## src/rtl/stepper_trapezoid_profile_unit_defines.svh

```systemverilog
// Assertion macros shared by the stepper profile RTL.
// Included by the modules that check their own control logic.
`ifndef STEPPER_TRAPEZOID_PROFILE_UNIT_DEFINES_SVH
`define STEPPER_TRAPEZOID_PROFILE_UNIT_DEFINES_SVH
`ifndef NO_ASSERTIONS
// Check a property on every rising edge, ignored while reset is active.
`define STP_ASSERT(lbl, clk, rst_n, prop, msg) \
    lbl: assert property (@(posedge clk) disable iff (!rst_n) prop) else $error(msg);
// Check a property on every rising edge, reset included.
`define STP_ASSERT_ALWAYS(lbl, clk, prop, msg) \
    lbl: assert property (@(posedge clk) prop) else $error(msg);
`else
`define STP_ASSERT(lbl, clk, rst_n, prop, msg)
`define STP_ASSERT_ALWAYS(lbl, clk, prop, msg)
`endif
`endif

```

## src/rtl/stp_pkg.sv

```systemverilog
// Shared types and constants for the stepper trapezoid profile unit.
// No dependencies.
package stp_pkg;
    localparam int POS_W   = 32;
    localparam int SPD_W   = 16;
    localparam int TICK_W  = 20;
    localparam int ACC_W   = 16;
    localparam int CFG_W   = 16;
    localparam int CFGI_W  = 3;

    localparam logic [TICK_W-1:0] TICKS_PER_SECOND   = 20'd1000000;
    localparam logic [ACC_W-1:0]  ACCEL_PERIOD_TICKS = 16'd50000;
    localparam logic [TICK_W-1:0] STEP_CNT_MAX       = 20'hFFFFF;
    localparam logic [ACC_W-1:0]  ACC_CNT_MAX        = 16'hFFFF;
    localparam logic [SPD_W-1:0]  SPEED_MAX          = 16'hFFFF;

    typedef enum logic [1:0] {
        FUNC_TICK   = 2'd0,
        FUNC_GOTO   = 2'd1,
        FUNC_STOP   = 2'd2,
        FUNC_SETPOS = 2'd3
    } t_func;

    localparam logic [CFGI_W-1:0] CFG_SMOOTH  = 3'd0;
    localparam logic [CFGI_W-1:0] CFG_ACCEL   = 3'd1;
    localparam logic [CFGI_W-1:0] CFG_REQ_SPD = 3'd2;
    localparam logic [CFGI_W-1:0] CFG_SPD_LIM = 3'd3;
    localparam logic [CFGI_W-1:0] CFG_REVERSE = 3'd4;
    localparam logic [CFGI_W-1:0] CFG_HOLD    = 3'd5;
endpackage

```

## src/rtl/stp_div.sv

```systemverilog
// Bit-serial restoring divider: TICKS_PER_SECOND / (speed + 1).
// Depends on stp_pkg. One quotient bit per cycle, TICK_W quotient bits per divide.
module stp_div (
    input  logic                     i_clk,
    input  logic                     i_rst_n,
    input  logic                     i_start,
    input  logic [stp_pkg::SPD_W-1:0] i_speed,
    output logic                     o_done,
    output logic [stp_pkg::TICK_W-1:0] o_quot
);
    import stp_pkg::*;

    localparam int CNT_W = $clog2(TICK_W + 1);

    logic               r_run;
    logic [CNT_W-1:0]   r_cnt;
    logic [TICK_W-1:0]  r_num;
    logic [TICK_W-1:0]  r_quot;
    logic [SPD_W:0]     r_den;
    logic [SPD_W:0]     r_rem;
    logic               r_done;
    logic [SPD_W+1:0]   w_trial;
    logic               w_ge;

    assign w_trial = {r_rem, r_num[TICK_W-1]};
    assign w_ge    = (w_trial >= {1'b0, r_den});

    always_ff @(posedge i_clk) begin
        if (!i_rst_n) begin
            r_run  <= 1'b0;
            r_done <= 1'b0;
            r_cnt  <= '0;
        end else begin
            r_done <= 1'b0;
            if (i_start) begin
                r_run  <= 1'b1;
                r_cnt  <= CNT_W'(TICK_W);
                r_num  <= TICKS_PER_SECOND;
                r_den  <= {1'b0, i_speed} + 1'b1;
                r_rem  <= '0;
                r_quot <= '0;
            end else if (r_run) begin
                // shift in one dividend bit, subtract when it fits
                r_rem  <= w_ge ? (SPD_W+1)'(w_trial - {1'b0, r_den})
                               : w_trial[SPD_W:0];
                r_quot <= {r_quot[TICK_W-2:0], w_ge};
                r_num  <= {r_num[TICK_W-2:0], 1'b0};
                r_cnt  <= r_cnt - 1'b1;
                if (r_cnt == CNT_W'(1)) begin
                    r_run  <= 1'b0;
                    r_done <= 1'b1;
                end
            end
        end
    end

    assign o_done = r_done;
    assign o_quot = r_quot;
endmodule

```

## src/rtl/stepper_trapezoid_profile_unit.sv

```systemverilog
// Stepper trapezoid profile unit: top level with sequencer and serial divider.
// Depends on stp_pkg, stp_div and stepper_trapezoid_profile_unit_defines.svh.
//
// Each beat on the input channel is a one-microsecond tick or a command
// (go to, stop, set position); each produces exactly one result beat with
// the step pulse, direction, busy flag, coil release, position and speed.
// One item is worked on at a time; the next beat is accepted once the
// sequencer is back in idle. Stop, set position, a go-to to the current
// position and a smooth go-to pass from the execute state to the output
// state. When the acceleration update, the cruise clamp or a per-step go-to
// loads a new speed, the step interval 1000000/(speed+1) is recomputed by a
// bit-serial divider that holds the sequencer until done (a start, 20
// quotient bits, a done strobe); stop, move end and smooth go-to load
// 1000000 directly. A per-step go-to needs one divide; a tick needs none,
// one (after the acceleration update or after the cruise clamp) or two.
// The midpoint and braking thresholds are registered every cycle from
// goal, start and ramp distance, which settle before the next tick reads
// them. Finished results wait in an output register, so the next beat can
// be accepted while the previous result is stalled; a stalled result holds
// the sequencer in its output state once the next item is finished.
`include "stepper_trapezoid_profile_unit_defines.svh"
module stepper_trapezoid_profile_unit (
    input  logic                       i_clk,
    input  logic                       i_rst_n,
    input  logic                       i_cfg_we,
    input  logic [stp_pkg::CFGI_W-1:0] i_cfg_idx,
    input  logic [stp_pkg::CFG_W-1:0]  i_cfg_data,
    input  logic                       i_valid,
    output logic                       o_stall,
    input  logic [1:0]                 i_func,
    input  logic signed [stp_pkg::POS_W-1:0] i_position_value,
    output logic                       o_valid,
    input  logic                       i_stall,
    output logic                       o_step_pulse,
    output logic                       o_dir_forward,
    output logic                       o_moving,
    output logic                       o_release_coils,
    output logic signed [stp_pkg::POS_W-1:0] o_position_now,
    output logic [stp_pkg::SPD_W-1:0]  o_speed_now
);
    import stp_pkg::*;

    typedef enum logic [2:0] {S_IDLE, S_EXEC, S_DIV, S_STEP, S_OUT} t_state;

    // configuration
    logic             r_smooth, r_reverse, r_hold;
    logic [SPD_W-1:0] r_accel, r_req, r_lim;

    // motion state
    t_state            r_state, r_ret;
    t_func             r_func;
    logic [POS_W-1:0]  r_pv;
    logic [POS_W-1:0]  r_cur, r_goal, r_start, r_ramp;
    logic [SPD_W-1:0]  r_speed;
    logic [TICK_W-1:0] r_se, r_interval;
    logic [ACC_W-1:0]  r_ae;
    logic              r_cruise, r_busy;
    logic              r_pulse, r_fwd, r_rel, r_div_go;

    // result register
    logic              r_o_valid, r_o_pulse, r_o_fwd, r_o_moving, r_o_rel;
    logic [POS_W-1:0]  r_o_pos;
    logic [SPD_W-1:0]  r_o_speed;

    logic              w_div_done;
    logic [TICK_W-1:0] w_quot;

    stp_div u_div (
        .i_clk   (i_clk),
        .i_rst_n (i_rst_n),
        .i_start (r_div_go),
        .i_speed (r_speed),
        .o_done  (w_div_done),
        .o_quot  (w_quot)
    );

    assign o_stall = (r_state != S_IDLE);

    // saturating tick counters
    logic [TICK_W-1:0] w_se_inc;
    logic [ACC_W-1:0]  w_ae_inc;
    logic              w_acc_due;
    assign w_se_inc  = (r_se < STEP_CNT_MAX) ? r_se + 1'b1 : r_se;
    assign w_ae_inc  = (r_ae < ACC_CNT_MAX) ? r_ae + 1'b1 : r_ae;
    assign w_acc_due = r_busy && r_smooth && (w_ae_inc >= ACCEL_PERIOD_TICKS);

    // acceleration update: midpoint and braking window
    logic signed [32:0] w_d, w_half;
    logic signed [34:0] w_mid, w_cur, w_goal, w_gm, w_gp;
    logic signed [34:0] r_mid, r_gm, r_gp;
    logic               r_mid_fwd;
    logic [SPD_W:0]     w_upsum;
    logic [SPD_W-1:0]   w_up, w_brake, w_new_spd;
    logic               w_set_spd;

    always_comb begin
        w_d     = 33'(signed'(r_goal)) - 33'(signed'(r_start));
        if (w_d == 33'sd1 || w_d == -33'sd1)
            w_half = w_d;
        else if (w_d < 0)
            w_half = (w_d + 33'sd1) >>> 1;
        else
            w_half = w_d >>> 1;
        w_mid   = 35'(signed'(r_start)) + 35'(w_half);
        w_cur   = 35'(signed'(r_cur));
        w_goal  = 35'(signed'(r_goal));
        w_gm    = w_goal - signed'({3'b000, r_ramp});
        w_gp    = w_goal + signed'({3'b000, r_ramp});
        w_upsum = {1'b0, r_speed} + {1'b0, r_accel};
        w_up    = w_upsum[SPD_W] ? SPEED_MAX : w_upsum[SPD_W-1:0];
        w_brake = (r_cur != r_goal && r_speed > r_accel) ? r_speed - r_accel : r_accel;
        w_set_spd = 1'b0;
        w_new_spd = r_speed;
        if (r_mid_fwd) begin
            if (!r_cruise && w_cur < r_mid) begin
                w_set_spd = 1'b1;
                w_new_spd = w_up;
            end else if ((!r_cruise && w_cur > r_mid) || w_cur >= r_gm) begin
                w_set_spd = 1'b1;
                w_new_spd = w_brake;
            end
        end else begin
            if (!r_cruise && w_cur > r_mid) begin
                w_set_spd = 1'b1;
                w_new_spd = w_up;
            end else if ((!r_cruise && w_cur < r_mid) || w_cur <= r_gp) begin
                w_set_spd = 1'b1;
                w_new_spd = w_brake;
            end
        end
    end

    // hold the thresholds in registers to keep the compare path short
    always_ff @(posedge i_clk) begin
        r_mid     <= w_mid;
        r_mid_fwd <= (w_half > 33'sd0);
        r_gm      <= w_gm;
        r_gp      <= w_gp;
    end

    // step phase helpers
    logic             w_dir_up;
    logic [SPD_W-1:0] w_tgt;
    logic [POS_W-1:0] w_next_cur;
    logic signed [32:0] w_dist;
    logic [POS_W-1:0] w_abs;
    assign w_dir_up   = signed'(r_goal) > signed'(r_cur);
    assign w_tgt      = (r_req < r_lim) ? r_req : r_lim;
    assign w_next_cur = w_dir_up ? r_cur + 1'b1 : r_cur - 1'b1;
    assign w_dist     = 33'(signed'(r_start)) - 33'(signed'(w_next_cur));
    assign w_abs      = w_dist[32] ? POS_W'(-w_dist) : w_dist[POS_W-1:0];

    always_ff @(posedge i_clk) begin
        if (!i_rst_n) begin
            r_state    <= S_IDLE;
            r_ret      <= S_OUT;
            r_smooth   <= 1'b0;
            r_accel    <= 16'd1;
            r_req      <= '0;
            r_lim      <= SPEED_MAX;
            r_reverse  <= 1'b0;
            r_hold     <= 1'b0;
            r_cur      <= '0;
            r_goal     <= '0;
            r_start    <= '0;
            r_ramp     <= '0;
            r_speed    <= '0;
            r_se       <= '0;
            r_ae       <= '0;
            r_interval <= TICKS_PER_SECOND;
            r_cruise   <= 1'b0;
            r_busy     <= 1'b0;
            r_div_go   <= 1'b0;
            r_o_valid  <= 1'b0;
        end else begin
            // load a finished result or drop the one just taken
            if (r_state == S_OUT && (!r_o_valid || !i_stall))
                r_o_valid <= 1'b1;
            else if (r_o_valid && !i_stall)
                r_o_valid <= 1'b0;

            if (i_cfg_we) begin
                unique case (i_cfg_idx)
                    CFG_SMOOTH:  r_smooth  <= i_cfg_data[0];
                    CFG_ACCEL:   r_accel   <= i_cfg_data;
                    CFG_REQ_SPD: r_req     <= i_cfg_data;
                    CFG_SPD_LIM: r_lim     <= i_cfg_data;
                    CFG_REVERSE: r_reverse <= i_cfg_data[0];
                    CFG_HOLD:    r_hold    <= i_cfg_data[0];
                    default: ;
                endcase
            end

            unique case (r_state)
                S_IDLE: begin
                    if (i_valid) begin
                        r_func  <= t_func'(i_func);
                        r_pv    <= i_position_value;
                        r_pulse <= 1'b0;
                        r_fwd   <= 1'b0;
                        r_rel   <= 1'b0;
                        r_state <= S_EXEC;
                    end
                end
                S_EXEC: begin
                    unique case (r_func)
                        FUNC_TICK: begin
                            r_se <= w_se_inc;
                            r_ae <= w_acc_due ? '0 : w_ae_inc;
                            if (w_acc_due && w_set_spd) begin
                                r_speed  <= w_new_spd;
                                r_div_go <= 1'b1;
                                r_ret    <= S_STEP;
                                r_state  <= S_DIV;
                            end else begin
                                r_state  <= S_STEP;
                            end
                        end
                        FUNC_GOTO: begin
                            r_goal <= r_pv;
                            if (r_cur != r_pv) begin
                                r_start <= r_cur;
                                r_busy  <= 1'b1;
                                if (r_smooth) begin
                                    r_speed    <= '0;
                                    r_interval <= TICKS_PER_SECOND;
                                    r_cruise   <= 1'b0;
                                    r_ramp     <= '0;
                                    r_state    <= S_OUT;
                                end else begin
                                    r_speed  <= w_tgt;
                                    r_div_go <= 1'b1;
                                    r_ret    <= S_OUT;
                                    r_state  <= S_DIV;
                                end
                            end else begin
                                r_state <= S_OUT;
                            end
                        end
                        FUNC_STOP: begin
                            r_rel      <= !r_hold;
                            r_busy     <= 1'b0;
                            r_speed    <= '0;
                            r_interval <= TICKS_PER_SECOND;
                            r_ramp     <= '0;
                            r_state    <= S_OUT;
                        end
                        FUNC_SETPOS: begin
                            r_cur   <= r_pv;
                            r_state <= S_OUT;
                        end
                        default: r_state <= S_OUT;
                    endcase
                end
                S_DIV: begin
                    // hold until the serial divide finishes
                    r_div_go <= 1'b0;
                    if (w_div_done) begin
                        r_interval <= w_quot;
                        r_state    <= r_ret;
                    end
                end
                S_STEP: begin
                    if (r_busy) begin
                        if (r_cur != r_goal) begin
                            if (r_speed != '0 && r_se >= r_interval) begin
                                r_cur   <= w_next_cur;
                                r_pulse <= 1'b1;
                                r_fwd   <= w_dir_up ^ r_reverse;
                                r_se    <= '0;
                                if (r_speed >= w_tgt) begin
                                    if (!r_cruise)
                                        r_ramp <= w_abs;
                                    r_cruise <= 1'b1;
                                    r_speed  <= w_tgt;
                                    r_div_go <= 1'b1;
                                    r_ret    <= S_OUT;
                                    r_state  <= S_DIV;
                                end else begin
                                    r_state  <= S_OUT;
                                end
                            end else begin
                                r_state <= S_OUT;
                            end
                        end else begin
                            // at target: end the move as a stop does
                            r_rel      <= !r_hold;
                            r_busy     <= 1'b0;
                            r_speed    <= '0;
                            r_interval <= TICKS_PER_SECOND;
                            r_ramp     <= '0;
                            r_state    <= S_OUT;
                        end
                    end else begin
                        r_state <= S_OUT;
                    end
                end
                S_OUT: begin
                    // advance only when the result register is free
                    if (!r_o_valid || !i_stall)
                        r_state <= S_IDLE;
                end
                default: r_state <= S_IDLE;
            endcase
        end
    end

    always_ff @(posedge i_clk) begin
        if (r_state == S_OUT && (!r_o_valid || !i_stall)) begin
            r_o_pulse  <= r_pulse;
            r_o_fwd    <= r_fwd;
            r_o_moving <= r_busy;
            r_o_rel    <= r_rel;
            r_o_pos    <= r_cur;
            r_o_speed  <= r_speed;
        end
    end

    assign o_valid         = r_o_valid;
    assign o_step_pulse    = r_o_pulse;
    assign o_dir_forward   = r_o_fwd;
    assign o_moving        = r_o_moving;
    assign o_release_coils = r_o_rel;
    assign o_position_now  = r_o_pos;
    assign o_speed_now     = r_o_speed;

    `STP_ASSERT(a_div_only_in_div, i_clk, i_rst_n, w_div_done |-> r_state == S_DIV, "divider done outside divide state")
    `STP_ASSERT(a_step_while_moving, i_clk, i_rst_n, (o_valid && o_step_pulse) |-> o_moving, "step issued on a finished move")
    `STP_ASSERT(a_release_stops, i_clk, i_rst_n, (o_valid && o_release_coils) |-> !o_moving, "coil release while moving")
    `STP_ASSERT(a_idle_speed_zero, i_clk, i_rst_n, (o_valid && !o_moving) |-> o_speed_now == '0, "nonzero speed while stopped")
endmodule

```

## config.mk

```make
export PLATFORM = sky130hd
export DESIGN_NAME = stepper_trapezoid_profile_unit
export DESIGN_NICKNAME = d
export VERILOG_FILES = /design/src/rtl/stp_pkg.sv /design/src/rtl/stp_div.sv /design/src/rtl/stepper_trapezoid_profile_unit.sv
export VERILOG_INCLUDE_DIRS = /design/src /design/src/rtl
export SDC_FILE = /design/constraint.sdc
export NUM_CORES = 2
export LEC_CHECK = 0
export BUFFER_PORTS_ARGS = -buffer_cell sky130_fd_sc_hd__buf_2
export CAP_MARGIN = 20
export CORE_ASPECT_RATIO = 1.75
export CORE_UTILIZATION = 33
export CTS_CLUSTER_DIAMETER = 100
export CTS_CLUSTER_SIZE = 30
export DETAILED_ROUTE_END_ITERATION = 7
export PLACE_DENSITY = 0.5
export SYNTH_ARGS = -nofsm -noshare
export SYNTH_HDL_FRONTEND = slang
export SYNTH_SLANG_ARGS = --single-unit
```

## constraint.sdc

```tcl
create_clock -name i_clk -period 13.81 [get_ports i_clk]
set_input_delay 0.6905 -clock i_clk [delete_from_list [all_inputs] [get_ports i_clk]]
set_output_delay 0.6905 -clock i_clk [all_outputs]
set_load 0.01 [all_outputs]
```

==> run summary <==
The total congestion overflow after global routing is 0. The placement-stage worst setup slack came out at about 3.6 ns. The count of antenna-violating nets left after detailed routing is 0. The detailed router placed around 32,000 vias in this run. The count of flip-flops with a built-in enable after synthesis is about 160. The worst ir drop on vdd came out at around 96 uV.

The clock latency reported for the late side of the worst-skew pair is 0.66 ns. The count of yosys warnings during synthesis is 0. By instance count, the cell type seen most on the critical path is sky130_fd_sc_hd__ha_1.

The first global-routing pass estimated 196,300 um of wire. The count of port buffers added during placement is 111. The post-synth net total is approximately 5,000.

The area of the mapped netlist came out at about 37,000 um^2. The relative slew slack came out at between 20% and 30%. The quantity of hold-fixing buffers added after cts is 0. The area enclosed by the die boundary came out at 114,500 um^2.

The final net count came out at 4,982. The run finished with clean final reports. The number of filler cells placed in the layout came out at 11,610. The standard-cell row count is 162. The largest fanout of any net on the critical path is 34. The path class of the tightest hold or removal check is input pin to flip-flop. The number of design-rule violations left by the first detailed-router iteration is 1,862. The setup TNS is 0 ns. The pin slew with the least headroom to its limit is ~1.0 ns. The per-instance average area after synthesis is 8.368 um^2. Between clock sinks in the finished design, the worst skew comes to around 0.056 ns. The number of buffers created by CTS came out at 26. The proportion of register bits with asynchronous set or reset after synthesis came out at 0%. Once the floorplan was initialized, standard cells occupied about 33% of the core. The setup violation total in the final timing report is 0. The chip height is 446.9 um. The die is between 200 and 300 um wide. The area of the core is between 100,000 and 150,000 um^2.

TritonCTS built the clock tree. In the layout the commonest cells are sky130_fd_sc_hd__nor2_1, sky130_fd_sc_hd__ha_1, sky130_fd_sc_hd__inv_1. The number of optimization iterations in the first detailed-route pass is 7. The final hold violation count is 0.

In this run the count of I/O pins placed on the die edge is 112. The post-synthesis cell type count came out at 97. In this run the clock root is driven by a sky130_fd_sc_hd__clkbuf_16.

The cell count after synthesis is approximately 4,500. The final count of pins violating max slew came out at 0. The total area of sequential cells came out at roughly 12,000 um^2.

The maximum clock insertion buffer count is 3. The total of cells resized after clock tree synthesis is 0. By startpoint and endpoint, the worst setup path is classified as flip-flop to flip-flop. The worst endpoint required time is roughly 14 ns.

The critical path data arrival time is 10.84 ns. The post-route DRC violation count is 0. The top achievable clock speed is 0.09737 GHz.

The largest net degree at the start of global routing came out at 75. The post-CTS repair timing setup buffer count is 0. For this design, the slowest cell found on the critical path is sky130_fd_sc_hd__dfxtp_1. The proportion of synthesized chip area in sequential cells came out at between 30% and 40%.

Grouping stages by cell kind, the critical path spends the most delay in compound AO/OA/AOI/OAI gates. Leaving out fill and tap cells, the most frequent cell in the layout is sky130_fd_sc_hd__nor2_1. On the worst path, the slowest cell contributes a delay of 0.76 ns. The max-capacitance violation count is 0. CTS built an H-tree with a depth of 1. The routed wire length per instance is between 20 and 25 um.

In this run the register-to-register setup slack is around 3.5 ns. The area used by multi-input combinational logic came out at about 23,000 um^2. Relative to the synthesized area, the layout overhead comes to 8.619%.

The post-route netlist has roughly 6.4% of its cells at a drive strength greater than 1. The routed design has 130,300 um of wire. The clock transition at the registers of the reported paths is roughly 0.12 ns. The critical path capture point type is a flip-flop. The overall track demand over capacity in global routing came out at approximately 22%. The count of buffering cells on the critical path with inverters included is 1. The static power due to leakage came out at 16.88 nW.

STA classifies the critical path startpoint as a flip-flop. The placer's final routability congestion estimate came out at around 0.94. The number of antenna violations at the first check in global routing came out at 1. Setup repair after global routing left no endpoint under its margin.

The post-route clock period utilization came out at 74.37%. The total of flip-flops plus latches after synthesis is 526. The number of clock sinks came out at 526.

The wire-length estimate of the detail-placed layout is ~100,000 um. The top flip-flop cell by instance count after synthesis is sky130_fd_sc_hd__dfxtp_1. The setup slack after layout is approximately 3.5 ns. The number of global-route vias before repair is approximately 32,000. The power density over the cells came out at between 150 and 200 nW/um^2. The number of vias per cell is 5.337.

The clock period minus worst slack is ~10 ns.
## layer usage
| metal | GRT usage (%) | share of wire (%) | vias to the layer above |
|---|---|---|---|
| met4 | 12.88 | 6.3 | 0 |
| met2 | 44.62 | 54 | 589 |
| li1 | - | - | 15760 |
| met5 | 0 | 0 | - |
| met1 | 22.63 | 37 | 15380 |
| met3 | 1.506 | 2.3 | 231 |
## state kept, by name, indices dropped and copies added, names as in the netlist, 17 cells and up
name	flops
r_start	32
r_se	20
r_gm	34
u_div.r_den	17
r_interval	20
r_pv	32
r_mid	34
r_gp	33
u_div.o_quot	20
u_div.r_rem	17
r_ramp	32
r_cur	32
o_position_now	32
r_goal	32
## synthesized netlist by cell type (all sizes together) (39+ instances only)
cell / instances / area (um^2)
nor2b: 89 / 556.8
a211oi: 74 / 593.1
a21oi: 384 / 1929
nor3: 86 / 430.4
dfxtp: 369 / 7387
nand4: 81 / 506.7
edfxtp: 157 / 4715
nand2: 378 / 1419
o21ai: 180 / 908.4
inv: 411 / 1543
nand2b: 64 / 400.4
mux2i: 49 / 490.5
xor2: 92 / 805.8
ha: 423 / 5293
and3: 42 / 262.8
a21o: 112 / 840.8
xnor2: 223 / 1961
nor2: 442 / 1672
o21bai: 39 / 292.8
clkbuf: 147 / 551.8
nand3: 99 / 495.5
## final cells by class
| cell class | instances | share of cell area [%] |
|---|---|---|
| repair buffers | 158 | 2.327 |
| inverters | 411 | 3.818 |
| clock buffers | 36 | 1.759 |
| diodes | 1 | 0.006173 |
| clock inverters | 12 | 0.4938 |
| flip-flops and latches | 526 | 29.86 |
| multi-input cells | 3369 | 57.18 |
| well taps | 1476 | 4.556 |
## worst paths after layout
| kind | cells after the start | to | start |
|---|---|---|---|
| max | 33 | r_ramp[31]$_SDFFE_PN0P_ | r_cur[31]$_SDFFE_PN0P_ |
| min | 1 | r_pv[30]$_DFFE_PP_ | i_position_value[30] |
| max reg2reg | 33 | r_ramp[31]$_SDFFE_PN0P_ | r_cur[31]$_SDFFE_PN0P_ |
| min reg2reg | 2 | r_interval[2]$_SDFFE_PN0P_ | r_interval[2]$_SDFFE_PN0P_ |
## logic make-up (layout without fill, tap and decap cells)
kind of cell / Yosys count / in the layout / share of synthesized area [%]
AOI/OAI and AO/OA: 1097 / 1097 / 19.19
xor gates and xnor gates: 316 / 316 / 7.473
adders and majority gates: 440 / 440 / 14.89
buffers and inverters: 565 / 617 / 5.713
DFF: 526 / 526 / 32.43
muxes: 55 / 55 / 1.495
other: 0 / 1 / 0
and+or+nand+nor: 1461 / 1461 / 18.81
## metrics by stage
stage | util, % | hold WS [ns] | area (um^2) | instances | power (W)
after floorplan | - | 0.4003 | 37320 | 4460 | 0.005649
after global placement | 35.42 | 0.4391 | 39560 | 5936 | 0.007048
after detailed placement | 35.45 | 0.4450 | 39590 | 5938 | 0.007041
after CTS | 36.27 | 0.1501 | 40500 | 5986 | 0.008114
after global routing | 36.30 | 0.1671 | 40540 | 5989 | 0.008684
final | 36.30 | 0.1976 | 40540 | 5989 | 0.008095
## power by group
| group | total (W) | switching (W) | internal [W] |
|---|---|---|---|
| Clock | 0.00103 | 0.000632 | 0.000396 |
| Sequential | 0.00199 | 0.000172 | 0.00182 |
| Combinational | 0.00508 | 0.00317 | 0.00191 |
## worst reg2reg max path, delay by kind of cell, from the launching register on
kind | cells | cell delay (ns)
and+or+nand+nor | 10 | 3.03
adders and majority gates | 4 | 1.50
AOI/OAI and AO/OA | 15 | 4.09
buffers and inverters | 1 | 0.15
xor gates and xnor gates | 3 | 0.65
DFF | 1 | 0.76
Power figures use the tool's default switching activity.
